**config.mk**
```make
export PLATFORM = sky130hd
export DESIGN_NAME = rch_front
export DESIGN_NICKNAME = d
export VERILOG_FILES = /design/src/hdl/assert_macros.svh /design/src/hdl/rch_pkg.sv /design/src/hdl/rch_front.sv
export SDC_FILE = /design/constraint.sdc
export NUM_CORES = 1
export LEC_CHECK = 0
export ABC_AREA = 1
export BUFFER_PORTS_ARGS = -buffer_cell sky130_fd_sc_hd__buf_2
export CORE_UTILIZATION = 38
export CTS_BUF_LIST = sky130_fd_sc_hd__clkbuf_8
export DETAILED_ROUTE_END_ITERATION = 10
export PLACE_DENSITY = 0.88
export SYNTH_ARGS = -nofsm -noshare
export SYNTH_HDL_FRONTEND = slang
export SYNTH_SLANG_ARGS = --single-unit
```
**constraint.sdc**
```tcl
create_clock -name clk -period 1.5 [get_ports clk]
set_clock_uncertainty 0.1 [all_clocks]
set_input_delay 0.075 -clock clk [delete_from_list [all_inputs] [get_ports clk]]
set_output_delay 0.075 -clock clk [all_outputs]
set_load 0.01 [all_outputs]
```
**src/hdl/assert_macros.svh**
```systemverilog
// Assertion macros used by the top-level RTL file.
// Needs a clock named clk and an active-high reset named rst in scope.
`ifndef ASSERT_MACROS_SVH
`define ASSERT_MACROS_SVH

// cond must hold at every clock edge outside reset
`define ASSERT_ALWAYS(label, cond, msg) \
  label: assert property (@(posedge clk) disable iff (rst) (cond)) else $error(msg);

// cons must hold in the same cycle as ante
`define ASSERT_IMPLY(label, ante, cons, msg) \
  label: assert property (@(posedge clk) disable iff (rst) (ante) |-> (cons)) else $error(msg);

`endif

```
**src/hdl/rch_pkg.sv**
```systemverilog
// Shared types, constants and the bin mapping of the color cube histogram.
// No dependencies; used by every module of the block.
package rch_pkg;

  localparam int CHANNEL_BITS = 4;
  localparam int COUNT_WIDTH  = 32;
  localparam int RED_BITS     = CHANNEL_BITS;
  localparam int GREEN_BITS   = CHANNEL_BITS;
  localparam int BLUE_BITS    = CHANNEL_BITS;
  localparam int BIN_BITS     = RED_BITS + GREEN_BITS + BLUE_BITS;
  localparam int BIN_COUNT    = 1 << BIN_BITS;
  localparam int QUEUE_DEPTH  = 4;
  localparam int QPTR_BITS    = $clog2(QUEUE_DEPTH);

  localparam logic CMD_COUNT = 1'b0;
  localparam logic CMD_READ  = 1'b1;

  typedef struct packed {
    logic                command;
    logic [7:0]          blue;
    logic [7:0]          green;
    logic [7:0]          red;
    logic [BIN_BITS-1:0] bin_index;
    logic                row_end;
  } pixel_t;

  typedef struct packed {
    logic [BIN_BITS-1:0]    bin;
    logic [COUNT_WIDTH-1:0] count;
    logic                   row_end_out;
  } result_t;

  // classified item as queued between front and back
  typedef struct packed {
    logic                op;
    logic [BIN_BITS-1:0] bin;
    logic                row_end;
  } entry_t;

  typedef struct packed {
    logic empty;
    logic full;
  } qstat_t;

  // red in the high bits, blue in the low bits
  function automatic logic [BIN_BITS-1:0] cube_bin(input logic [7:0] r,
                                                   input logic [7:0] g,
                                                   input logic [7:0] b);
    cube_bin = {r[7 -: RED_BITS], g[7 -: GREEN_BITS], b[7 -: BLUE_BITS]};
  endfunction

endpackage

```
**src/hdl/rch_front.sv**
```systemverilog
// Front end: accepts pixel items, forms the bin number and registers the entry.
// Depends on rch_pkg.
module rch_front (
  input  logic            clk,
  input  logic            rst,
  input  logic            hold,
  input  logic            pixel_valid,
  output logic            pixel_ready,
  input  rch_pkg::pixel_t pixel,
  output logic            ent_valid,
  input  logic            ent_ready,
  output rch_pkg::entry_t ent
);

  rch_pkg::entry_t ent_next;

  always_comb begin
    ent_next.op      = pixel.command;
    ent_next.row_end = pixel.row_end;
    if (pixel.command == rch_pkg::CMD_READ) begin
      ent_next.bin = pixel.bin_index;
    end else begin
      ent_next.bin = rch_pkg::cube_bin(pixel.red, pixel.green, pixel.blue);
    end
  end

  assign pixel_ready = !hold && (!ent_valid || ent_ready);

  always_ff @(posedge clk) begin
    if (rst) begin
      ent_valid <= 1'b0;
    end else if (pixel_ready) begin
      ent_valid <= pixel_valid;
    end
  end

  always_ff @(posedge clk) begin
    if (pixel_valid && pixel_ready) begin
      ent <= ent_next;
    end
  end

endmodule

```
**Yosys cells after proc, flatten, opt, wreduce, memory -nomap -nowiden**

Index checks and enable logic that the tools add are counted.

- Register bits: 15
- Bits of input ports: 43
- Output and inout bits: 16
- Logic and storage cells: 10

- Multiplexer cells: 1
- Reductions and logical operators: 5

Operators by type and width:

| cell | count |
|---|---|
| $mux 12 | 1 |
| $logic_and 1x1->1 | 2 |
| $logic_not 1->1 | 2 |
| $logic_or 1x1->1 | 1 |

**Logic depth before layout (Yosys ltp)**

Gate-level depths: netlist (run 1).

- Word-level depth: 4
- Gate-level depth with buffers: 4
- Mapped depth without buffers: 4

**Least setup slack after synthesis (run 1)**

No wires, ideal clock.

- Path kind: register to register
- Start: register ent_valid
- End: register ent[0] (netlist bit) (enable)
- Setup time: 0.354 ns
- Arrival time: 0.792 ns
- Required time: 1.046 ns
- Setup slack: 0.254 ns
- Cell stages (with the launch flop): 4
- Buffers on the path: 0
- Clock period less this slack: 1.246 ns
- Path through: dfxtp_1 nand2_1 nand3_1 inv_1

- Cells in the longest elaborated chain, start to end: 4

Ends and longest elaborated chain:

| what | RTL line | source |
|---|---|---|
| from (decl) | rch_front.sv:10 | `output logic ent_valid,` |
| from (signal assigned) | rch_front.sv:33 | `ent_valid <= pixel_valid;` |
| $logic_not 1->1 | rch_front.sv:27 | `assign pixel_ready = !hold && (!ent_valid \|\| ent_ready);` |
| $logic_or 1x1->1 | rch_front.sv:27 |  |
| $logic_and 1x1->1 | rch_front.sv:27 |  |
| $logic_and 1x1->1 | rch_front.sv:38 | `if (pixel_valid && pixel_ready) begin` |
| to (signal assigned) | rch_front.sv:39 | `ent <= ent_next;` |
| to (decl) | rch_front.sv:12 | `output rch_pkg::entry_t ent` |

No other way between the ends.
A chain may end at the register's enable or synchronous reset.

**Worst setup path in the final report (run 1)**

- Start: register ent_valid
- End: register ent[8] (netlist bit) (enable)

Same word-level chain as after synthesis.

==> impl_results.md, run 1 <==
- Post-CTS setup buffer count: 0
- Hold Buf Count CTS: 2
- Worst skew pair latency: 240 ps
- Grt total ovfl: 0
- PortBufs: 46
- Commonest non-fill, non-tap cells in the layout: buf_2 (46), edfxtp_1 (14), mux2_4 (10), inv_1 (5), clkbuf_8 (3)
- Die ar.: ~1900 µm²
- Worst setup SP type: flop
- H-Tree Depth: 1
- Clock sinks: 15
- Initial antenna violation count: 0
- Fill cells: 131
- Die X: 43.74 µm
- Worst Hold Depth: 2
- Critical Path RT: approximately 1300 ps
- Longest Clk Path Bufs: 2
- Initial Utilization: between 40% and 50%
- Pin count of the biggest net entering global routing: 15
- Root Buffer: clkbuf_8
- Layout cells sized above 1: a little over two thirds
- Final instance area: ~970 µm²
- Worst R2R Start: ent_valid
- Slew margin rel.: approximately three quarters
- DRT antenna net count: 0
- Total Wirelength: 1.199 mm
- CTS Buf Count: 3
- Synth-to-Final Area Change: 47.07%
- Routed len/inst: about 11 µm
- TritonCTS clock tree: yes
- Worst-path clk slew: roughly 60 ps
- Die height: ~44 µm
- WS Path Type: flop to flop
- Syn Area/Cell: about 18 µm²
- Remaining DRCs: 6
- First DRT Iteration DRCs: 6
- First-pass DRT Iterations: 7
- DR vias: 483
- Post-synthesis sequential area ratio: between 60% and 70%
- # Max-Cap Violations: 0
- Wire length of the first global-routing pass: roughly 1.7 mm
- Synthesis Warnings: 0
- Period utilization: about four fifths
- Vias in the first global route: ~440
- Status: complete, but fails checks
- Synthesized net count: 80
- Register area: between 400 and 500 µm²
- Worst-margin pin slew: between 300 and 400 ps
- Slew Viols, Final: 0
- Final Wtd Congestion: 0.6250
- Core box area: roughly 1600 µm²
- Multi-input logic area: just under 200 µm²
- Io pins: between 50 and 60
- Pwr dens: 961.9 nW/µm²
- Fin util: a little over three fifths
- Synth cell types: 10
- Routed vias/inst: between 4 and 5
- Flop-to-flop setup slack: around 330 ps
- Crit path capture type: flop
- Cell count after placement: 99
- Capturing point of the worst reg2reg path: ent[8]
- CP Data Arrival Time: 1010 ps
- Crit-path cells: nand2_1 > nand3_1 > inv_1 > buf_4
- DP Area: slightly above 900 µm²
- Cells after synthesis: 37
- Global Route Usage Sum: a little over an eighth
- Max incr delay on CP: about 320 ps
- Hold EP: ent[6]
- Critical Path Slowest Stage Cell: dfxtp_1
- Final Hold Viols: 0
- Resize count post-CTS: 0
- Hold path startpoint: pixel[6]
- Critical Path Fanout Max: 14
- Syn Std Cell Area: 661.9 µm²
- Worst reg-to-reg path cell count: 4
- Final setup TNS: 0 ps
- Final critical-path required period: approximately 1200 ps
- Final-report setup violation count: 0
- Fin nets: approximately 130
- Finished Layout Cells: roughly 110
- Final HPWL DP: about 910 µm
- Fmax: 853.8 MHz
- #FFs+latches synth: 15
- RSZ-0062 raised after global routing: no
- Leakage power: between 0.4 and 0.5 nW
- Maximum vdd drop: 449.7 µV
- Failing checks: design-rule violations
- Most common library cell in the layout ignoring fill and taps: buf_2
- Hold WC Path Type: primary input to flop
- Standard-cell row count: 14
- N_diodes: 0
## sequential cells by signal, indices dropped and copies added, names as in the netlist
register,flops
ent_valid,1
ent,14
## layout make-up
| class | count | area share, % |
|---|---|---|
| Sequential cell | 15 | 45.24 |
| Timing Repair Buffer | 49 | 26.48 |
| Multi-Input combinational cell | 17 | 20.05 |
| Clock buffer | 3 | 4.242 |
| Tap cell | 16 | 2.057 |
| Inverter | 4 | 1.542 |
| Clock inverter | 1 | 0.3856 |
## where the power goes
part	internal (mW)	total, mW	switching, mW
logic	0.0837	0.139	0.0550
registers	0.484	0.489	0.00459
clock network	0.181	0.309	0.128
total	0.749	0.936	0.187
## worst max-delay path: cells and delay by family, from the launching register on
family,cells,cell delay (ps)
flops,1,320
buf+inv,2,270
simple gates,2,170
## how the worst max path moves through the flow
| stage | start | end | slack, ps | cells past startpoint |
|---|---|---|---|---|
| 2_1_floorplan | ent_valid | ent[0] | 250 | 3 |
| 3_3_place_gp | pixel[37] | ent[10] | 360 | 2 |
| 3_5_place_dp | ent_valid | ent[8] | 330 | 4 |
| 4_1_cts | ent_valid | ent[8] | 310 | 4 |
| 5_1_grt | ent_valid | ent[8] | 260 | 4 |
| 6_report | ent_valid | ent[8] | 330 | 4 |
## cell usage after synthesis, drive strengths merged
| cell type | n | share of area, % |
|---|---|---|
| inv | 4 | 2.3 |
| dfxtp | 1 | 3.0 |
| nand3 | 1 | 0.76 |
| nand2 | 2 | 1.1 |
| o21ai | 1 | 0.76 |
| edfxtp | 14 | 64 |
| mux2 | 12 | 26 |
| a21oi | 1 | 0.76 |
| buf | 1 | 1.7 |
## cell families after synthesis
family / count (synthesis) / synth area share, %
mux: 12 / 26.09
compound gates: 2 / 1.511
simple gates: 3 / 1.890
flops: 15 / 66.54
buf+inv: 5 / 3.969
## per-stage QoR
step / total power [mW] / worst slack, ps / hold WS, ps
floorplan: 0.5698 / 253.9 / 44.07
global placement: 0.6291 / 356.0 / 127.7
detailed placement: 0.6343 / 328.4 / 153.0
CTS: 0.9486 / 314.5 / 23.73
global route: 0.9698 / 257.2 / 25.34
finish: 0.9363 / 328.8 / 26.93
## metal layers
| metal | up-vias | wire [µm] | GRT usage [%] |
|---|---|---|---|
| met5 | - | 0 | 0 |
| met4 | 0 | 82 | 20.63 |
| met3 | 6 | 118 | 1.667 |
| met2 | 38 | 586 | 22.39 |
| met1 | 201 | 412 | 11.68 |
| li1 | 238 | - | - |
Power figures use the tool's default switching activity.
==> inputs of run 2 (changes only) <==
- CORE_UTILIZATION: 38 -> 34
- PLACE_DENSITY: 0.88 -> 0.84
- clock period: 1.5 -> 1 ns (I/O delays scaled with it)
==> run 2 against run 1 <==
Against the previous run:
- the run ends with negative setup slack left
- total power up 56%
- maximum frequency is 14% higher
- critical path depth decreased by 1
- wire length is 31% higher
- clock power is 51% higher
- critical endpoint is now ent[5]
==> impl_results.md, run 2 (synthesis results as in run 1) <==
- Capturing point of the worst reg2reg path: ent[5]
- Pin count of the biggest net entering global routing: 9
- Hold path startpoint: pixel[6]
- Worst-margin pin slew: between 150 and 200 ps
- WS Path Type: flop to flop
- Die ar.: roughly 2100 µm²
- Final HPWL DP: about 1.1 mm
- Die height: 46.12 µm
- DRT antenna net count: 0
- H-Tree Depth: 1
- Synth-to-Final Area Change: 61.63%
- Hold WC Path Type: primary input to flop
- Remaining DRCs: 0
- Total power: about 1.5 mW
- Final Hold Viols: 0
- Worst Hold Depth: 2
- Status: complete, but fails checks
- Total Wirelength: 1.568 mm
- Layout cells sized above 1: between 70% and 80%
- Max incr delay on CP: 330 ps
- Critical Path RT: between 800 and 900 ps
- Most flop-heavy register: ent
- Critical Path Source: ent_valid
- Standard-cell row count: 15
- Slew Viols, Final: 0
- PortBufs: 46
- Wire length of the first global-routing pass: 2.090 mm
- Longest Clk Path Bufs: 2
- Flop-to-flop setup slack: -30 ps
- Final-report setup violation count: 15
- Hold Buf Count CTS: 2
- Cell family with most CP delay: flip-flops
- Clock sinks: 15
- CP Data Arrival Time: around 900 ps
- First-pass DRT Iterations: 2
- Routed len/inst: between 10 and 15 µm
- Initial antenna violation count: 0
- Root Buffer: clkbuf_8
- Hold EP: ent[6]
- Worst reg-to-reg path cell count: 3
- Routed vias/inst: approximately 4.4
- Vias in the first global route: 534
- Slew margin rel.: a little under 90%
- First DRT Iteration DRCs: 15
- N_diodes: 0
- Crit-path cells: nand2_4 > nand3_4 > inv_6
- Fin nets: 137
- Crit path capture type: flop
- Critical Path Slowest Stage Cell: dfxtp_2
- Largest regs: ent: 14 flops, ent_valid: 1 flops
- Worst setup SP type: flop
- Leakage power: ~0.52 nW
- Buf+Inv Stages, Crit Path: 1
- Final Wtd Congestion: 0.6100
- Grt total ovfl: 0
- Io pins: between 50 and 60
- Final setup margin: -26.50 ps
- Period utilization: 102.6%
- Pwr dens: about 1400 nW/µm²
- Max FFs per register: 14
- Most common library cell in the layout ignoring fill and taps: buf_2
- RSZ-0062 raised after global routing: yes
- Worst R2R Start: ent_valid
- CTS Buf Count: 3
- Worst-path clk slew: around 60 ps
- Fill cells: roughly 150
- Worst skew pair latency: roughly 240 ps
- Global Route Usage Sum: 15.50%
- Core box area: 1783 µm²
- WHS: between 3 and 4 ps
- DR vias: approximately 520
- Commonest non-fill, non-tap cells in the layout: buf_2 (44), edfxtp_1 (14), mux2_4 (10)
- # Max-Cap Violations: 0
- Critical Path Fanout Max: 7
- Failing checks: negative setup slack
- Initial Utilization: ~37%
- Maximum vdd drop: between 700 and 800 µV
- Die X: 46.12 µm
- TritonCTS clock tree: yes
- Final critical-path required period: between 1000 and 1500 ps
- Fmax: around 970 MHz
run 2: worst max-delay path by stage:
stage                             end  cells past startpoint
after global placement         ent[3]                      3
after detailed placement       ent[3]                      3
after global routing           ent[8]                      3
after CTS                 pixel_ready                      4
after floorplan                ent[0]                      3
final                          ent[5]                      3
run 2: routing by layer:
layer / vias up / GRT usage, % / wire length [µm] / part of all wire, %
met5: - / 0 / 0 / 0
met4: 0 / 12.94 / 43 / 2.7
met3: 4 / 5.098 / 163 / 10
met2: 38 / 30.14 / 807 / 51
met1: 231 / 11.56 / 554 / 35
li1: 246 / - / - / -
run 2: stage by stage:
step / instance area [µm²] / worst slack, ps / std cells / TNS [ps] / util [%]
finish: 1070 / -26.50 / 118 / -330.3 / 60.00
CTS: 1050 / -41.13 / 118 / -190.4 / 58.88
floorplan: 673.1 / -27.46 / 37 / -384.4 / -
global placement: 958.4 / -33.39 / 110 / -465.0 / 53.75
global route: 1070 / -51.62 / 118 / -735.1 / 60.00
detailed placement: 958.4 / -56.17 / 110 / -836.9 / 53.75
run 2: timing repair:
| item | CTS | global route |
|---|---|---|
| pin swaps | 1 | 0 |
| cloned | 1 | 0 |
| endpoints found under the hold margin | 2 | 1 |
| setup buffers | 1 | 0 |
| setup endpoints to repair | 15 | 15 |
| resized for setup | 4 | 5 |
run 2: report_power, final:
group          switching [mW]  total (mW)  internal (mW)
Combinational           0.107       0.257          0.150
Clock                   0.195       0.466          0.271
Sequential            0.00817       0.735          0.727
Total                   0.309        1.46           1.15
run 2: final cells by class:
cell class	count	area [µm²]	area share, %
repair inverters	1	8.758	0.8187
repair buffers	52	305.3	28.54
clock buffers	3	41.29	3.860
inverters	4	20.02	1.871
well taps	25	31.28	2.924
multi-input cells	17	217.7	20.35
flip-flops and latches	15	441.7	41.29
clock inverters	1	3.754	0.3509
==> inputs of run 3 (changes only) <==
==> constraint.sdc (replaced) <==
create_clock -name clk -period 1 [get_ports clk]
set_clock_uncertainty 0.1 [all_clocks]
set_input_delay 0.05 -clock clk [delete_from_list [all_inputs] [get_ports clk]]
set_output_delay 0.05 -clock clk [all_outputs]
set_load 0.02 [all_outputs]
==> run 3 against run 2 <==
Against the previous run:
- the flow still finishes with violations (negative setup slack)
- total power up 1.0%
- register-to-register slack about the same
- sequential share of layout area up 1.1 points
- sequential power about the same
- maximum frequency down 1.2%
- combinational power about the same
- flip-flop and latch count unchanged
- wire length down 20%
- die area unchanged
- clock-buffer cell count unchanged
- global-route usage down 1.8 points
- largest cell class unchanged
- highest routed layer is now met3
==> impl_results.md, run 3 (synthesis results as in run 1) <==
- Sequential share of power: about 50%
- Combinational Power Share: about 18%
- Core box area: around 1800 µm²
- Top layer in use: met3
- Vias in the first global route: a little under 500
- TritonCTS clock tree: yes
- DR vias: a little under 500
- Routed len/inst: between 10 and 15 µm
- First-pass DRT Iterations: 2
- Leakage power: between 0.5 and 0.6 nW
- Max FFs per register: 14
- Most flop-heavy register: ent
- Pwr dens: 1413 nW/µm²
- DP Area: around 950 µm²
- NetSw: about 330 µW
- Failing checks: negative setup slack
- Final-report setup violation count: 15
- Fin util: about three fifths
- Critical Path RT: between 800 and 900 ps
- Internal power: 1.143 mW
- Most common library cell in the layout ignoring fill and taps: buf_2
- Clock sinks: 15
- Worst skew pair latency: 240 ps
- Slew Viols, Final: 0
- Period utilization: 103.9%
- CP Data Arrival Time: 890 ps
- Clock share of power: around a third
- Synth-to-Final Area Change: 57.47%
- Final Hold Viols: 0
- Layout cells sized above 1: between 70 and 80%
- Global Route Usage Sum: a little over an eighth
- Fin nets: between 100 and 150
- Met3 wire len: approximately 49 µm
- Root Buffer: clkbuf_8
- Post-CTS setup buffer count: 0
- Largest regs: ent: 14 flops, ent_valid: 1 flops
- Io pins: 59
- H-Tree Depth: 1
- PortBufs: between 40 and 50
- First DRT Iteration DRCs: 2
- Maximum vdd drop: about 960 µV
- Cell count after placement: about 110
- Commonest non-fill, non-tap cells in the layout: buf_2 (45), edfxtp_1 (14), mux2_4 (10), inv_1 (3), clkbuf_8 (3)
- Longest Clk Path Bufs: 2
- Final critical-path required period: a little over 1000 ps
- Routed vias/inst: approximately 4.3
- Crit path capture type: output port
- Initial Utilization: approximately 37%
- N_diodes: 0
- Die X: approximately 46 µm
- Worst-path clk slew: ~60 ps
- Fmax: 962.0 MHz
- Standard-cell row count: 15
- Final instance area: ~1000 µm²
- Final HPWL DP: about 1.0 mm
- RSZ-0062 raised after global routing: yes
- Status: complete, but fails checks
- Sw Share: between 20 and 25%
- WHS: between 5 and 6 ps
- Final Wtd Congestion: between 0.6 and 0.7
- DRT antenna net count: 0
- Worst-margin pin slew: approximately 140 ps
- Initial antenna violation count: 0
- Grt total ovfl: 0
- Critical Path Fanout Max: 3
- CTS Buf Count: 3
- Final setup margin: -39.46 ps
- Hold WC Path Type: primary input to flop
- Total Wirelength: between 1 and 1.5 mm
- DR WL met2: approximately 750 µm
- Fill cells: roughly 160
- Finished Layout Cells: between 100 and 150
- Met1 Wirelength: around 460 µm
- Remaining DRCs: 0
- Wire length of the first global-routing pass: approximately 1.9 mm
- Slew margin rel.: between 90% and 100%
- # Max-Cap Violations: 0
- Pin count of the biggest net entering global routing: 10
- Die height: 46.12 µm
- Die ar.: between 2000 and 2500 µm²
- Total power: between 1 and 1.5 mW
- WS Path Type: flop to output port
- Worst setup SP type: flop
[run 3: path summary, 6_finish.rpt]
path / startpoint / end / slack [ps] / cells past startpoint
worst max-delay path: ent_valid / pixel_ready / -40 / 4
worst min-delay path: pixel[33] / ent[1] / 5 / 2
worst max register to register: ent_valid / ent[4] / -20 / 3
worst min register to register: ent_valid / ent_valid / 400 / 2
[run 3: critical path, cell delays in order (launching register included)]
cell     delay [ps]
dfxtp_2         330
nand2_2          80
nand2_1          60
inv_1            70
buf_6           110
[run 3: routing by layer]
layer  global-route usage (%)  up-vias
met2                    27.04       19
met3                    3.529        0
met4                    7.059        0
met1                    12.37      229
met5                        0        -
li1                         -      245
[run 3: repair_timing]
action | 4_1_cts | 5_1_grt
pin swaps | 1 | 0
cloned | 1 | 0
resized for setup | 6 | 0
endpoints found under the setup margin | 15 | 15
hold endpoints to repair | 2 | 0
hold buffers | 2 | 0
[run 3: through the flow]
step / TNS [ps] / setup slack, ps
detailed placement: -822.2 / -58.97
floorplan: -726.2 / -51.87
global route: -741.7 / -68.52
finish: -277.0 / -39.46
global placement: -494.6 / -35.76
CTS: -365.4 / -50.63
[run 3: cell type report]
| type | count | area (µm²) | area share [%] |
|---|---|---|---|
| repair buffers | 50 | 284.0 | 27.25 |
| clock buffers | 3 | 41.29 | 3.962 |
| repair inverters | 1 | 8.758 | 0.8403 |
| well taps | 25 | 31.28 | 3.001 |
| inverters | 4 | 20.02 | 1.921 |
| flip-flops and latches | 15 | 441.7 | 42.38 |
| clock inverters | 1 | 5.005 | 0.4802 |
| multi-input cells | 17 | 210.2 | 20.17 |
[run 3: power groups by stage]
stage	Sequential (mW)	Clock [mW]	Combinational, mW
floorplan	0.788	0	0.0962
global placement	0.747	0	0.235
detailed placement	0.748	0	0.244
CTS	0.735	0.484	0.263
global route	0.737	0.522	0.280
finish	0.735	0.479	0.259
