File: src/hdl/assert_macros.svh
// Assertion macros used by the top-level RTL file.
// Needs a clock named clk and an active-high reset named rst in scope.
`ifndef ASSERT_MACROS_SVH
`define ASSERT_MACROS_SVH

// cond must hold at every clock edge outside reset
`define ASSERT_ALWAYS(label, cond, msg) \
  label: assert property (@(posedge clk) disable iff (rst) (cond)) else $error(msg);

// cons must hold in the same cycle as ante
`define ASSERT_IMPLY(label, ante, cons, msg) \
  label: assert property (@(posedge clk) disable iff (rst) (ante) |-> (cons)) else $error(msg);

`endif

File: src/hdl/rch_pkg.sv
// Shared types, constants and the bin mapping of the color cube histogram.
// No dependencies; used by every module of the block.
package rch_pkg;

  localparam int CHANNEL_BITS = 4;
  localparam int COUNT_WIDTH  = 32;
  localparam int RED_BITS     = CHANNEL_BITS;
  localparam int GREEN_BITS   = CHANNEL_BITS;
  localparam int BLUE_BITS    = CHANNEL_BITS;
  localparam int BIN_BITS     = RED_BITS + GREEN_BITS + BLUE_BITS;
  localparam int BIN_COUNT    = 1 << BIN_BITS;
  localparam int QUEUE_DEPTH  = 4;
  localparam int QPTR_BITS    = $clog2(QUEUE_DEPTH);

  localparam logic CMD_COUNT = 1'b0;
  localparam logic CMD_READ  = 1'b1;

  typedef struct packed {
    logic                command;
    logic [7:0]          blue;
    logic [7:0]          green;
    logic [7:0]          red;
    logic [BIN_BITS-1:0] bin_index;
    logic                row_end;
  } pixel_t;

  typedef struct packed {
    logic [BIN_BITS-1:0]    bin;
    logic [COUNT_WIDTH-1:0] count;
    logic                   row_end_out;
  } result_t;

  // classified item as queued between front and back
  typedef struct packed {
    logic                op;
    logic [BIN_BITS-1:0] bin;
    logic                row_end;
  } entry_t;

  typedef struct packed {
    logic empty;
    logic full;
  } qstat_t;

  // red in the high bits, blue in the low bits
  function automatic logic [BIN_BITS-1:0] cube_bin(input logic [7:0] r,
                                                   input logic [7:0] g,
                                                   input logic [7:0] b);
    cube_bin = {r[7 -: RED_BITS], g[7 -: GREEN_BITS], b[7 -: BLUE_BITS]};
  endfunction

endpackage

File: src/hdl/rch_queue.sv
// Short queue of classified entries between front and back end.
// Depends on rch_pkg.
module rch_queue (
  input  logic            clk,
  input  logic            rst,
  input  logic            push_valid,
  output logic            push_ready,
  input  rch_pkg::entry_t push_ent,
  output logic            pop_valid,
  input  logic            pop_ready,
  output rch_pkg::entry_t pop_ent,
  output rch_pkg::qstat_t stat
);

  localparam logic [rch_pkg::QPTR_BITS:0] FULL_FILL = (rch_pkg::QPTR_BITS + 1)'(rch_pkg::QUEUE_DEPTH);

  rch_pkg::entry_t                 slots [rch_pkg::QUEUE_DEPTH];
  logic [rch_pkg::QPTR_BITS-1:0]   wr_ptr;
  logic [rch_pkg::QPTR_BITS-1:0]   rd_ptr;
  logic [rch_pkg::QPTR_BITS:0]     fill;
  logic [rch_pkg::QPTR_BITS:0]     fill_next;
  logic                            push;
  logic                            pop;

  assign push_ready = (fill != FULL_FILL);
  assign pop_valid  = (fill != '0);
  assign push       = push_valid && push_ready;
  assign pop        = pop_valid && pop_ready;
  assign pop_ent    = slots[rd_ptr];
  assign stat.empty = (fill == '0);
  assign stat.full  = (fill == FULL_FILL);

  always_comb begin
    case ({push, pop})
      2'b10:   fill_next = fill + 1'b1;
      2'b01:   fill_next = fill - 1'b1;
      default: fill_next = fill;
    endcase
  end

  // depth is a power of two, so the pointers wrap by themselves
  always_ff @(posedge clk) begin
    if (rst) begin
      wr_ptr <= '0;
      rd_ptr <= '0;
      fill   <= '0;
    end else begin
      fill <= fill_next;
      if (push) begin
        wr_ptr <= wr_ptr + 1'b1;
      end
      if (pop) begin
        rd_ptr <= rd_ptr + 1'b1;
      end
    end
  end

  always_ff @(posedge clk) begin
    if (push) begin
      slots[wr_ptr] <= push_ent;
    end
  end

endmodule

File: config.mk
export PLATFORM = sky130hd
export DESIGN_NAME = rch_queue
export DESIGN_NICKNAME = d
export VERILOG_FILES = /design/src/hdl/assert_macros.svh /design/src/hdl/rch_pkg.sv /design/src/hdl/rch_queue.sv
export SDC_FILE = /design/constraint.sdc
export NUM_CORES = 1
export LEC_CHECK = 0
export ABC_AREA = 1
export BUFFER_PORTS_ARGS = -buffer_cell sky130_fd_sc_hd__buf_2
export CAP_MARGIN = 40
export CELL_PAD_IN_SITES_DETAIL_PLACEMENT = 1
export CELL_PAD_IN_SITES_GLOBAL_PLACEMENT = 1
export CORE_MARGIN = 10
export CORE_UTILIZATION = 49
export CTS_BUF_LIST = sky130_fd_sc_hd__clkbuf_4 sky130_fd_sc_hd__clkbuf_8 sky130_fd_sc_hd__clkbuf_16
export DETAILED_ROUTE_END_ITERATION = 16
export PLACE_DENSITY_LB_ADDON = 0.08
export SKIP_LAST_GASP = 1
export SLEW_MARGIN = 15
export SYNTH_ARGS = -nofsm -noshare
export SYNTH_HDL_FRONTEND = slang
export SYNTH_SLANG_ARGS = --single-unit
export TNS_END_PERCENT = 30
File: constraint.sdc
create_clock -name clk -period 3.7 [get_ports clk]
set_input_delay 0.37 -clock clk [delete_from_list [all_inputs] [get_ports clk]]
set_output_delay 0.37 -clock clk [all_outputs]
set_load 0.005 [all_outputs]
### After elaboration in Yosys (flattened, before gate mapping)

Memories as Yosys holds them, arrays and structs flattened. A register that Yosys moved wholly into a read port is not among the register bits.
Index checks and enable logic that the tools add are counted.
W data, S select, Z words.

| storage, ports and cells | value |
|---|---|
| bits of input ports | 18 |
| bits in writable memories | 56 |
| memories | 1 |
| register bits after elaboration | 7 |
| logic and storage cells | 22 |

| operators by class | value |
|---|---|
| add/sub/neg operators | 4 |
| reductions and logical operators | 5 |
| equality and inequality tests | 4 |
| multiplexer cells | 5 |

Memory list:

| name | words | width | read ports | clocked after Yosys merged registers in | write ports | line | RTL |
|---|---|---|---|---|---|---|---|
| slots | 4 | 14 | 1 | 1 | 1 | rch_queue.sv:17 | `rch_pkg::entry_t slots [rch_pkg::QUEUE_DEPTH];` |

Operators by type and width:

| kind | count |
|---|---|
| $pmux W3 S2 | 1 |
| $add A2 B1 Y2 const B | 2 |
| $mux W2 | 2 |
| $add A3 B1 Y3 const B | 1 |
| $eq A3 B3 Y1 const B | 1 |
| $logic_not A3 Y1 | 1 |
| $ne A3 B3 Y1 const B | 1 |
| $reduce_bool A3 Y1 | 1 |
| $sub A3 B1 Y3 const B | 1 |
| $eq A2 B1 Y1 const B | 1 |
| $eq A2 B2 Y1 const B | 1 |
| $logic_and A1 B1 Y1 | 2 |
| $mux W1 | 2 |
| $reduce_bool A2 Y1 | 1 |

### Depth between registers and ports, before layout

Gate-level depths: netlist of run 1.

| depth | value |
|---|---|
| depth in word-level cells | 4 |
| depth in mapped cells | 13 |
| mapped depth without buffers | 13 |

### Worst setup path before layout of run 1

Ideal clock, no wire load.

| timing | value |
|---|---|
| path kind | register to register |
| start point | reg fill[2] (netlist bit) |
| end point | reg fill[2] (netlist bit) |
| buffers on the path | 0 |
| library setup time | 0.113 ns |
| data arrival time | 1.517 ns |
| clock period less this slack | 1.630 ns |
| cell stages (with the launch flop) | 14 |
| path slack | 2.070 ns |
| required time | 3.587 ns |
| path through | dfxtp_1 inv_1 nand2_2 nand2_2 inv_2 ha_1 inv_1 fa_1 inv_1 nand2_1 nand3_1 nand2_1 nand2_1 nor2_1 |

| on the way | value |
|---|---|
| word-level cells in the longest chain between the ends | 4 |
| elaborated cells between the ends (all ways) | 10 |
| those cells by class | add/sub: 2; eq/ne: 3; mux: 1; reduce/logical: 4 |

Ends and longest elaborated chain:

| what | line | RTL |
|---|---|---|
| start: declaration | rch_queue.sv:20 | `logic [rch_pkg::QPTR_BITS:0] fill;` |
| start signal: assignment | rch_queue.sv:48 | `fill <= fill_next;` |
| $reduce_bool A3 Y1 * | rch_queue.sv:26 | `assign pop_valid = (fill != '0);` |
| via pop_valid | rch_queue.sv:9 | `output logic pop_valid,` |
| $logic_and A1 B1 Y1 * | rch_queue.sv:28 | `assign pop = pop_valid && pop_ready;` |
| via pop | rch_queue.sv:23 | `logic pop;` |
| $eq A2 B1 Y1 / $eq A2 B2 Y1 (equally long branches) | rch_queue.sv:34 | `case ({push, pop})` |
| $pmux W3 S2 / $reduce_bool A2 Y1 (equally long branches) | -- |  |

The timed path passes the listed nets; every way through them passes the cells marked *.
A chain may end at the register's enable or synchronous reset.

==> impl_metrics.json, run 1 <==
{
  "synth_area_um2": 2592,
  "crit_type": "flip-flop to output port",
  "hold_path_depth": 1,
  "rr_endpoint": "fill[2]$_SDFFE_PP0P_",
  "fmax_mhz": 422.0,
  "track_usage": 0.1506,
  "synth_top_family_by_area": "compound AO/OA/AOI/OAI gates",
  "power_uw": 2114,
  "max-slew-margin-rel": 0.5648,
  "io_pins": 36,
  "r2r_cells": 13,
  "yosysUniqueCellTypes": 21,
  "post_cts_buffers": 0,
  "finalSetupTns_ns": 0,
  "rsz0062_at_grt": "false",
  "final-setup-viol-count": 0,
  "dieWidth_um": 92.74,
  "powerDensity_nw_per_um2": 689.5,
  "finalCritPeriodShare": 0.6404,
  "min_to": "slots[2][13]$_DFFE_PP_",
  "synth-seq-cells": 65,
  "wl_per_cell_um": 18.22,
  "synth_fp_nets": 229,
  "worstHoldStart": "push_ent[13]",
  "drc": 0,
  "gp_congestion": 0.7302,
  "grt_pass1_wl_um": 9742,
  "finalHoldViolCount": 0,
  "final_util": 0.6004,
  "cp_max_fo": 28,
  "period_minus_slack_ns": 2.370,
  "die_h_um": 92.74,
  "synth-compound-area-share": 0.1014,
  "cts.repair.resized": 0,
  "p_leak_uw": 0.001178,
  "crit_path_end_kind": "output port",
  "drt-initial-drc-count": 137,
  "clk-insertion-delay-late_ns": 0.34,
  "cts_buffers": 9,
  "required_ns": 3.33,
  "num_rows": 26,
  "peakVddDrop_mv": 0.3822,
  "ctsHoldBuffers": 0,
  "clock_tree.root_cell": "clkbuf_8",
  "tritoncts": "yes",
  "synth-xor-area-share": 0,
  "clk_path_buf_depth": 2,
  "grt_max_degree": 29,
  "yosysSeqAreaShare": 0.7181,
  "htreeDepth": 3,
  "r2r_start": "fill[2]$_SDFFE_PP0P_",
  "crit_arrival_ns": 2.00,
  "grt_antenna_before_repair": 0,
  "dr.pass1.iters": 4,
  "synthMuxAreaShare": 0,
  "antennaDiodeCount": 0,
  "nFillCells": 535,
  "synth-simple-area-share": 0.09797,
  "area_growth_pct": 18.29,
  "grt_pass1_vias": 1824,
  "cts.sinks": 65,
  "grt-ovfl-total": 0,
  "start_util": 0.5076,
  "min_path_type": "input pin to flip-flop",
  "yosysWarnings": 0,
  "dp_hpwl_um": 3990,
  "drv_cap": 0,
  "skew_ns": 0.006062,
  "path_clk_slew_ns": 0.07,
  "syn_inst": 205,
  "synth-adder-area-share": 0.03185,
  "final_antenna_net_count": 0,
  "num_vias": 1689,
  "worstMarginPinSlew_ns": 0.6504,
  "port_buffers": 35,
  "drv_slew": 0,
  "status": "finished clean",
  "wirelength_um": 5904,
  "r2r_slack_ns": 1.85,
  "syn_avg_cell_area_um2": 12.65,
  "drive_gt1_frac": 0.2559,
  "crit_path_start_kind": "flip-flop",
  "dieArea_um2": 8600,
  "core-area_um2": 5107,
  "final_nets": 273,
  "vias_per_cell": 5.213
}
[cell usage after synthesis]
cell	instances	area share
edfxtp_1	56	0.65
nor2_1	36	0.052
o21ai_0	30	0.058
inv_1	17	0.025
o22ai_1	14	0.034
nand2_1	11	0.016
dfxtp_1	9	0.069
a21oi_1	5	0.0097
ha_1	5	0.024
nand3_1	5	0.0097
inv_2	3	0.0043
buf_2	2	0.0039
buf_4	2	0.0058
nand2_2	2	0.0048
nand2_4	2	0.0087
buf_6	1	0.0043
buf_8	1	0.0058
clkbuf_2	1	0.0019
fa_1	1	0.0077
nor2_2	1	0.0024
nor2_4	1	0.0043
[kinds of logic after synthesis]
group,Yosys count
AO/OA/AOI/OAI,49
adder cells (fa/ha/maj),6
buffers and inverters,27
flip-flops,65
AND/OR/NAND/NOR,58
[worst max path at each step]
stage                                       end  slack (ns)  cells past startpoint
after global placement    slots[1][2]$_DFFE_PP_        1.68                      4
after floorplan            fill[2]$_SDFFE_PP0P_        2.07                     13
after global routing                 pop_ent[4]        1.10                      5
final                                pop_ent[9]        1.33                      5
after CTS                            pop_ent[9]        1.30                      5
after detailed placement             pop_ent[8]        1.70                      5
[placed cells by master (no fill, tap or decap)]
master     instances
a21oi_1            5
buf_2             35
buf_4              4
buf_6              1
bufinv_16          2
clkbuf_4           3
clkbuf_8          10
clkinv_1           1
dfxtp_1            9
edfxtp_1          56
fa_1               1
ha_1               5
inv_1             17
inv_2              3
nand2_1           11
nand2_2            2
nand2_4            2
nand3_1            5
nor2_1            35
nor2_2             2
nor2_4             1
o21ai_0           30
o22ai_1           14
[routing by layer]
metal,vias to the layer above,routed length [um],global-route usage
li1,810,-,-
met4,0,70,0.07326
met5,-,0,0
met3,5,326,0.04843
met1,826,2474,0.1690
met2,48,3033,0.2535
[final cells by class]
class	instances	area (um2)	area share
multi-input combinational	113	601.8	0.1962
clock inverter	3	63.81	0.02081
tap	70	87.58	0.02856
timing repair buffer	40	216.5	0.07058
sequential	65	1862	0.6071
clock buffer	13	160.2	0.05222
inverter	20	75.07	0.02448
[per-stage QoR]
step                      cell area [um2]  setup slack [ns]  instances  hold slack [ns]
after detailed placement             2831             1.697        307           0.5046
after global routing                 3067             1.103        324           0.2373
final                                3067             1.330        324           0.2410
after floorplan                      2592             2.070        205           0.4391
after global placement               2829             1.678        307           0.4811
after CTS                            3055             1.296        323           0.2255
[critical path, cell delays in order, from the launching register on]
cell and delay [ns]:
dfxtp_1 0.69, buf_4 0.29, inv_2 0.20, o21ai_0 0.23, o22ai_1 0.11, buf_2 0.14
[power breakdown]
part / switching [uW] / leakage, uW / internal [uW]
registers: 60.4 / 0.000588 / 878
clock network: 256 / 0.000116 / 419
logic: 312 / 0.000474 / 190
total: 628 / 0.00118 / 1490
[registers in the layout (all words and copies together) (netlist names), named ones only]
register  count
slots        56
wr_ptr        2
rd_ptr        2
fill          3
No activity file was read; power rests on OpenSTA's default activity.
==> run 2, diff against run 1 <==
CORE_UTILIZATION = 45   (was 49)
clock period = 2.2 ns   (was 3.7 ns; I/O delays follow)
==> run 2 against run 1 <==
Flip-flop and latch count did not move. Critical endpoint is now pop_ent[7]. Routed wire length is 5.5% lower. Sequential share of layout area is 0.55 points higher. Worst hold slack got worse by 0.14 ns. Clock power rose by 41%. Die area rose by 6.9%. Critical path type unchanged.
==> impl_metrics.json, run 2 (synthesis gave the netlist of run 1 again) <==
{
  "track_usage": 0.1346,
  "antennaDiodeCount": 0,
  "area_growth_pct": 17.23,
  "seq_area_um2": 1862,
  "r2r_slack_ns": 0.33,
  "power_switching_uw": 1033,
  "stdcell_area_um2": 3039,
  "dp_hpwl_um": 3802,
  "mostFrequentLayoutCell": "edfxtp_1",
  "die_h_um": 95.90,
  "min_path_type": "input pin to flip-flop",
  "dieArea_um2": 9197,
  "num_vias": 1689,
  "clk-insertion-delay-late_ns": 0.33,
  "peakVddDrop_mv": 0.5282,
  "io_pins": 36,
  "wl_per_cell_um": 17.01,
  "clock_tree.root_cell": "clkbuf_8",
  "skew_ns": 0.006685,
  "dr_wl_met3_um": 282,
  "grt_antenna_before_repair": 0,
  "vias_per_cell": 5.149,
  "final_nets": 275,
  "powerDensity_nw_per_um2": 1110,
  "port_buffers": 35,
  "finalCritPeriodShare": 0.8734,
  "htreeDepth": 3,
  "dieWidth_um": 95.90,
  "power_uw": 3374,
  "finalHoldViolCount": 0,
  "seqPwrFrac": 0.463,
  "final-setup-viol-count": 0,
  "largest-register": "slots",
  "tritoncts": "yes",
  "clockPowerShare": 0.281,
  "dp.cells": 312,
  "crit_path_end_kind": "output port",
  "switching_share": 0.3061,
  "fmax_mhz": 520.4,
  "post_cts_buffers": 0,
  "worstMarginPinSlew_ns": 0.4621,
  "grt_pass1_vias": 1863,
  "dr.pass1.iters": 4,
  "cell_internal_pwr_uw": 2341,
  "finalSetupTns_ns": 0,
  "crit_arrival_ns": 1.70,
  "fin_cells": 328,
  "clk_path_buf_depth": 2,
  "drc": 0,
  "cts.repair.resized": 0,
  "path_clk_slew_ns": 0.07,
  "ctsHoldBuffers": 0,
  "multi_input_area_um2": 599.3,
  "largest_register_ff_count": 56,
  "highest_layer": "met4",
  "grt_max_degree": 29,
  "drv_slew": 0,
  "crit_type": "flip-flop to output port",
  "core-area_um2": 5540,
  "nFillCells": 614,
  "wl_met1_um": 2331,
  "cts_buffers": 9,
  "cp_max_fo": 28,
  "grt_pass1_wl_um": 9218,
  "num_rows": 27,
  "crit_path_start_kind": "flip-flop",
  "final_cell_mix": "edfxtp_1, nor2_1, buf_2, o21ai_0, inv_1",
  "drv_cap": 0,
  "gp_congestion": 0.7421,
  "rsz0062_at_grt": "false",
  "reg_top3": "slots (56), fill (3)",
  "cts.sinks": 65,
  "grt-ovfl-total": 0,
  "dr_wl_met2_um": 2896,
  "required_ns": 1.98,
  "max-slew-margin-rel": 0.6915,
  "final_antenna_net_count": 0,
  "wirelength_um": 5578,
  "combPwrFrac": 0.256,
  "placed_cell_area_um2": 2854,
  "p_leak_uw": 0.001169,
  "start_util": 0.4679,
  "status": "finished clean",
  "drt-initial-drc-count": 84,
  "period_minus_slack_ns": 1.922,
  "drive_gt1_frac": 0.2500
}
## run 2: power by group through the flow
stage / sequential (uW) / combinational, uW / clock, uW
2_1_floorplan: 1560 / 565 / 0
3_3_place_gp: 1580 / 828 / 0
3_5_place_dp: 1590 / 880 / 0
4_1_cts: 1560 / 886 / 971
5_1_grt: 1580 / 989 / 1040
6_report: 1560 / 863 / 950
## run 2: area by class of cell
class	instances	area share
sequential	65	0.6126
tap	72	0.02964
timing repair buffer	42	0.07493
clock inverter	5	0.01523
multi-input combinational	113	0.1972
inverter	20	0.02470
clock buffer	11	0.04570
## run 2: layer usage
layer / vias up / track usage
met5: - / 0
met4: 0 / 0.06880
met3: 6 / 0.04981
met2: 32 / 0.2223
met1: 833 / 0.1495
li1: 818 / -
## run 2: path summary, 6_finish.rpt
kind / startpoint / to / depth (start not counted)
worst min register to register: rd_ptr[1]$_SDFFE_PP0P_ / rd_ptr[1]$_SDFFE_PP0P_ / 2
worst min-delay path: push_ent[12] / slots[0][12]$_DFFE_PP_ / 1
worst max-delay path: flip-flop / pop_ent[7] / 4
worst max register to register: fill[2]$_SDFFE_PP0P_ / fill[2]$_SDFFE_PP0P_ / 13
## run 2: metrics by stage
step           hold slack [ns]    util  setup WS, ns
2_1_floorplan           0.2891       -        0.5705
3_3_place_gp            0.4279  0.5151        0.5125
3_5_place_dp            0.4387  0.5151        0.3549
4_1_cts                0.08428  0.5486        0.2077
5_1_grt                0.07481  0.5486       0.06671
6_report                0.1010  0.5486        0.2784
## run 2: critical path, cell delays in order, from the launching register on
cell and delay [ns]:
dfxtp_1 0.57, inv_2 0.30, o21ai_0 0.24, o22ai_1 0.12
buf_2 0.14
==> run 3, diff against run 2 <==
CELL_PAD_IN_SITES_GLOBAL_PLACEMENT = 2   (was 1)
CORE_UTILIZATION = 38   (was 45)
==> run 3 against run 2 <==
Register-to-register slack improved by 0.10 ns. Worst hold slack got worse by 0.014 ns. Critical path depth unchanged. Core utilization decreased by 9.7 points. Flip-flop and latch count unchanged. Critical path type unchanged. Largest cell class unchanged. Largest power group unchanged. Highest routed layer unchanged.
==> impl_metrics.json, run 3 (synthesis gave the netlist of run 1 again) <==
{
  "drive_gt1_frac": 0.2617,
  "mostFrequentLayoutCell": "edfxtp_1",
  "drc": 0,
  "crit_slowest_cell": "dfxtp_1",
  "htreeDepth": 3,
  "num_rows": 30,
  "grt_pass1_wl_um": 9011,
  "grt_max_degree": 29,
  "seqPwrFrac": 0.478,
  "grt_pass1_vias": 1866,
  "track_usage": 0.1151,
  "largest-register": "slots",
  "dp_hpwl_um": 3813,
  "wl_per_cell_um": 16.46,
  "cts.sinks": 65,
  "cell_internal_pwr_uw": 2243,
  "crit_type": "flip-flop to output port",
  "grt_antenna_before_repair": 0,
  "clockPowerShare": 0.263,
  "dr_wl_met3_um": 332,
  "clock_tree.root_cell": "clkbuf_8",
  "final_nets": 275,
  "dr_wl_met2_um": 2920,
  "post_cts_buffers": 0,
  "grt-ovfl-total": 0,
  "skew_ns": 0.01352,
  "area_growth_pct": 16.99,
  "min_path_type": "input pin to flip-flop",
  "drt-initial-drc-count": 60,
  "power_switching_uw": 1020,
  "worstMarginPinSlew_ns": 0.4755,
  "hold_slack_ns": 0.08709,
  "tritoncts": "yes",
  "dieArea_um2": 10530,
  "wirelength_um": 5531,
  "port_buffers": 35,
  "finalCritPeriodShare": 0.8550,
  "fmax_mhz": 531.6,
  "drv_slew": 0,
  "die_h_um": 102.6,
  "num_vias": 1690,
  "wl_met1_um": 2188,
  "cts_buffers": 9,
  "finalHoldViolCount": 0,
  "final_cell_mix": "edfxtp_1, nor2_1, buf_2, o21ai_0, inv_1",
  "required_ns": 1.98,
  "path_cells": "inv_2, o21ai_0, o22ai_1, buf_2",
  "p_leak_uw": 0.001162,
  "start_util": 0.3858,
  "finalSetupTns_ns": 0,
  "final_util": 0.4514,
  "cts.repair.resized": 0,
  "io_pins": 36,
  "clk_path_buf_depth": 2,
  "crit_path_max_incr_delay_ns": 0.53,
  "final_antenna_net_count": 0,
  "period_minus_slack_ns": 1.881,
  "crit_path_start_kind": "flip-flop",
  "dr.pass1.iters": 4,
  "crit_path_end_kind": "output port",
  "crit_arrival_ns": 1.66,
  "switching_share": 0.3126,
  "path_clk_slew_ns": 0.07,
  "peakVddDrop_mv": 0.5365,
  "largest_register_ff_count": 56,
  "clk-insertion-delay-late_ns": 0.34,
  "cp_max_fo": 28,
  "rsz0062_at_grt": "false",
  "drv_cap": 0,
  "final-setup-viol-count": 0,
  "highest_layer": "met4",
  "antennaDiodeCount": 0,
  "combPwrFrac": 0.259,
  "max-slew-margin-rel": 0.6825,
  "dieWidth_um": 102.6,
  "ctsHoldBuffers": 0,
  "vias_per_cell": 5.030,
  "core-area_um2": 6719,
  "gp_congestion": 0.8079,
  "powerDensity_nw_per_um2": 1076,
  "status": "finished clean",
  "nFillCells": 725,
  "reg_top3": "slots (56), fill (3)"
}
==> run 3: final cells by class <==
type / instances / area (um2) / share of cell area
Multi-Input combinational cell: 113 / 599.3 / 0.1976
Timing Repair Buffer: 42 / 227.7 / 0.07508
Sequential cell: 65 / 1862 / 0.6139
Clock inverter: 4 / 22.52 / 0.007426
Tap cell: 80 / 100.1 / 0.03300
Clock buffer: 12 / 146.4 / 0.04827
Inverter: 20 / 75.07 / 0.02475
==> run 3: through the flow <==
step                      setup slack (ns)  instance area [um2]  total power [uW]  std cells
after floorplan                     0.5705                 2592              2121        205
after global placement              0.5046                 2864              2425        320
after detailed placement            0.4085                 2864              2463        320
after CTS                           0.2907                 3033              3326        336
after global routing               0.09452                 3033              3514        336
final                               0.3190                 3033              3263        336
==> run 3: power by group through the flow <==
stage / Combinational [uW] / Sequential (uW) / Clock, uW
finish: 846 / 1560 / 858
global route: 988 / 1570 / 951
CTS: 879 / 1560 / 887
detailed placement: 876 / 1590 / 0
global placement: 847 / 1580 / 0
floorplan: 565 / 1560 / 0
==> run 3: critical path: cells and delay by family, from the launching register on <==
family / cells / cell delay, ns
flops: 1 / 0.53
compound gates: 2 / 0.37
buf+inv: 2 / 0.43
==> run 3: worst paths after layout <==
path                                from                     end  slack [ns]  cells past startpoint
setup / recovery               flip-flop              pop_ent[3]        0.32                      4
hold / removal              push_ent[11]  slots[3][11]$_DFFE_PP_        0.09                      1
setup reg to reg    fill[2]$_SDFFE_PP0P_    fill[2]$_SDFFE_PP0P_        0.43                     13
hold reg to reg   rd_ptr[1]$_SDFFE_PP0P_  rd_ptr[1]$_SDFFE_PP0P_        0.51                      2
==> run 3: layer usage <==
metal | track usage | up-vias
met5 | 0 | -
met4 | 0.04447 | 0
met3 | 0.04960 | 11
met2 | 0.2002 | 35
met1 | 0.1201 | 833
li1 | - | 811
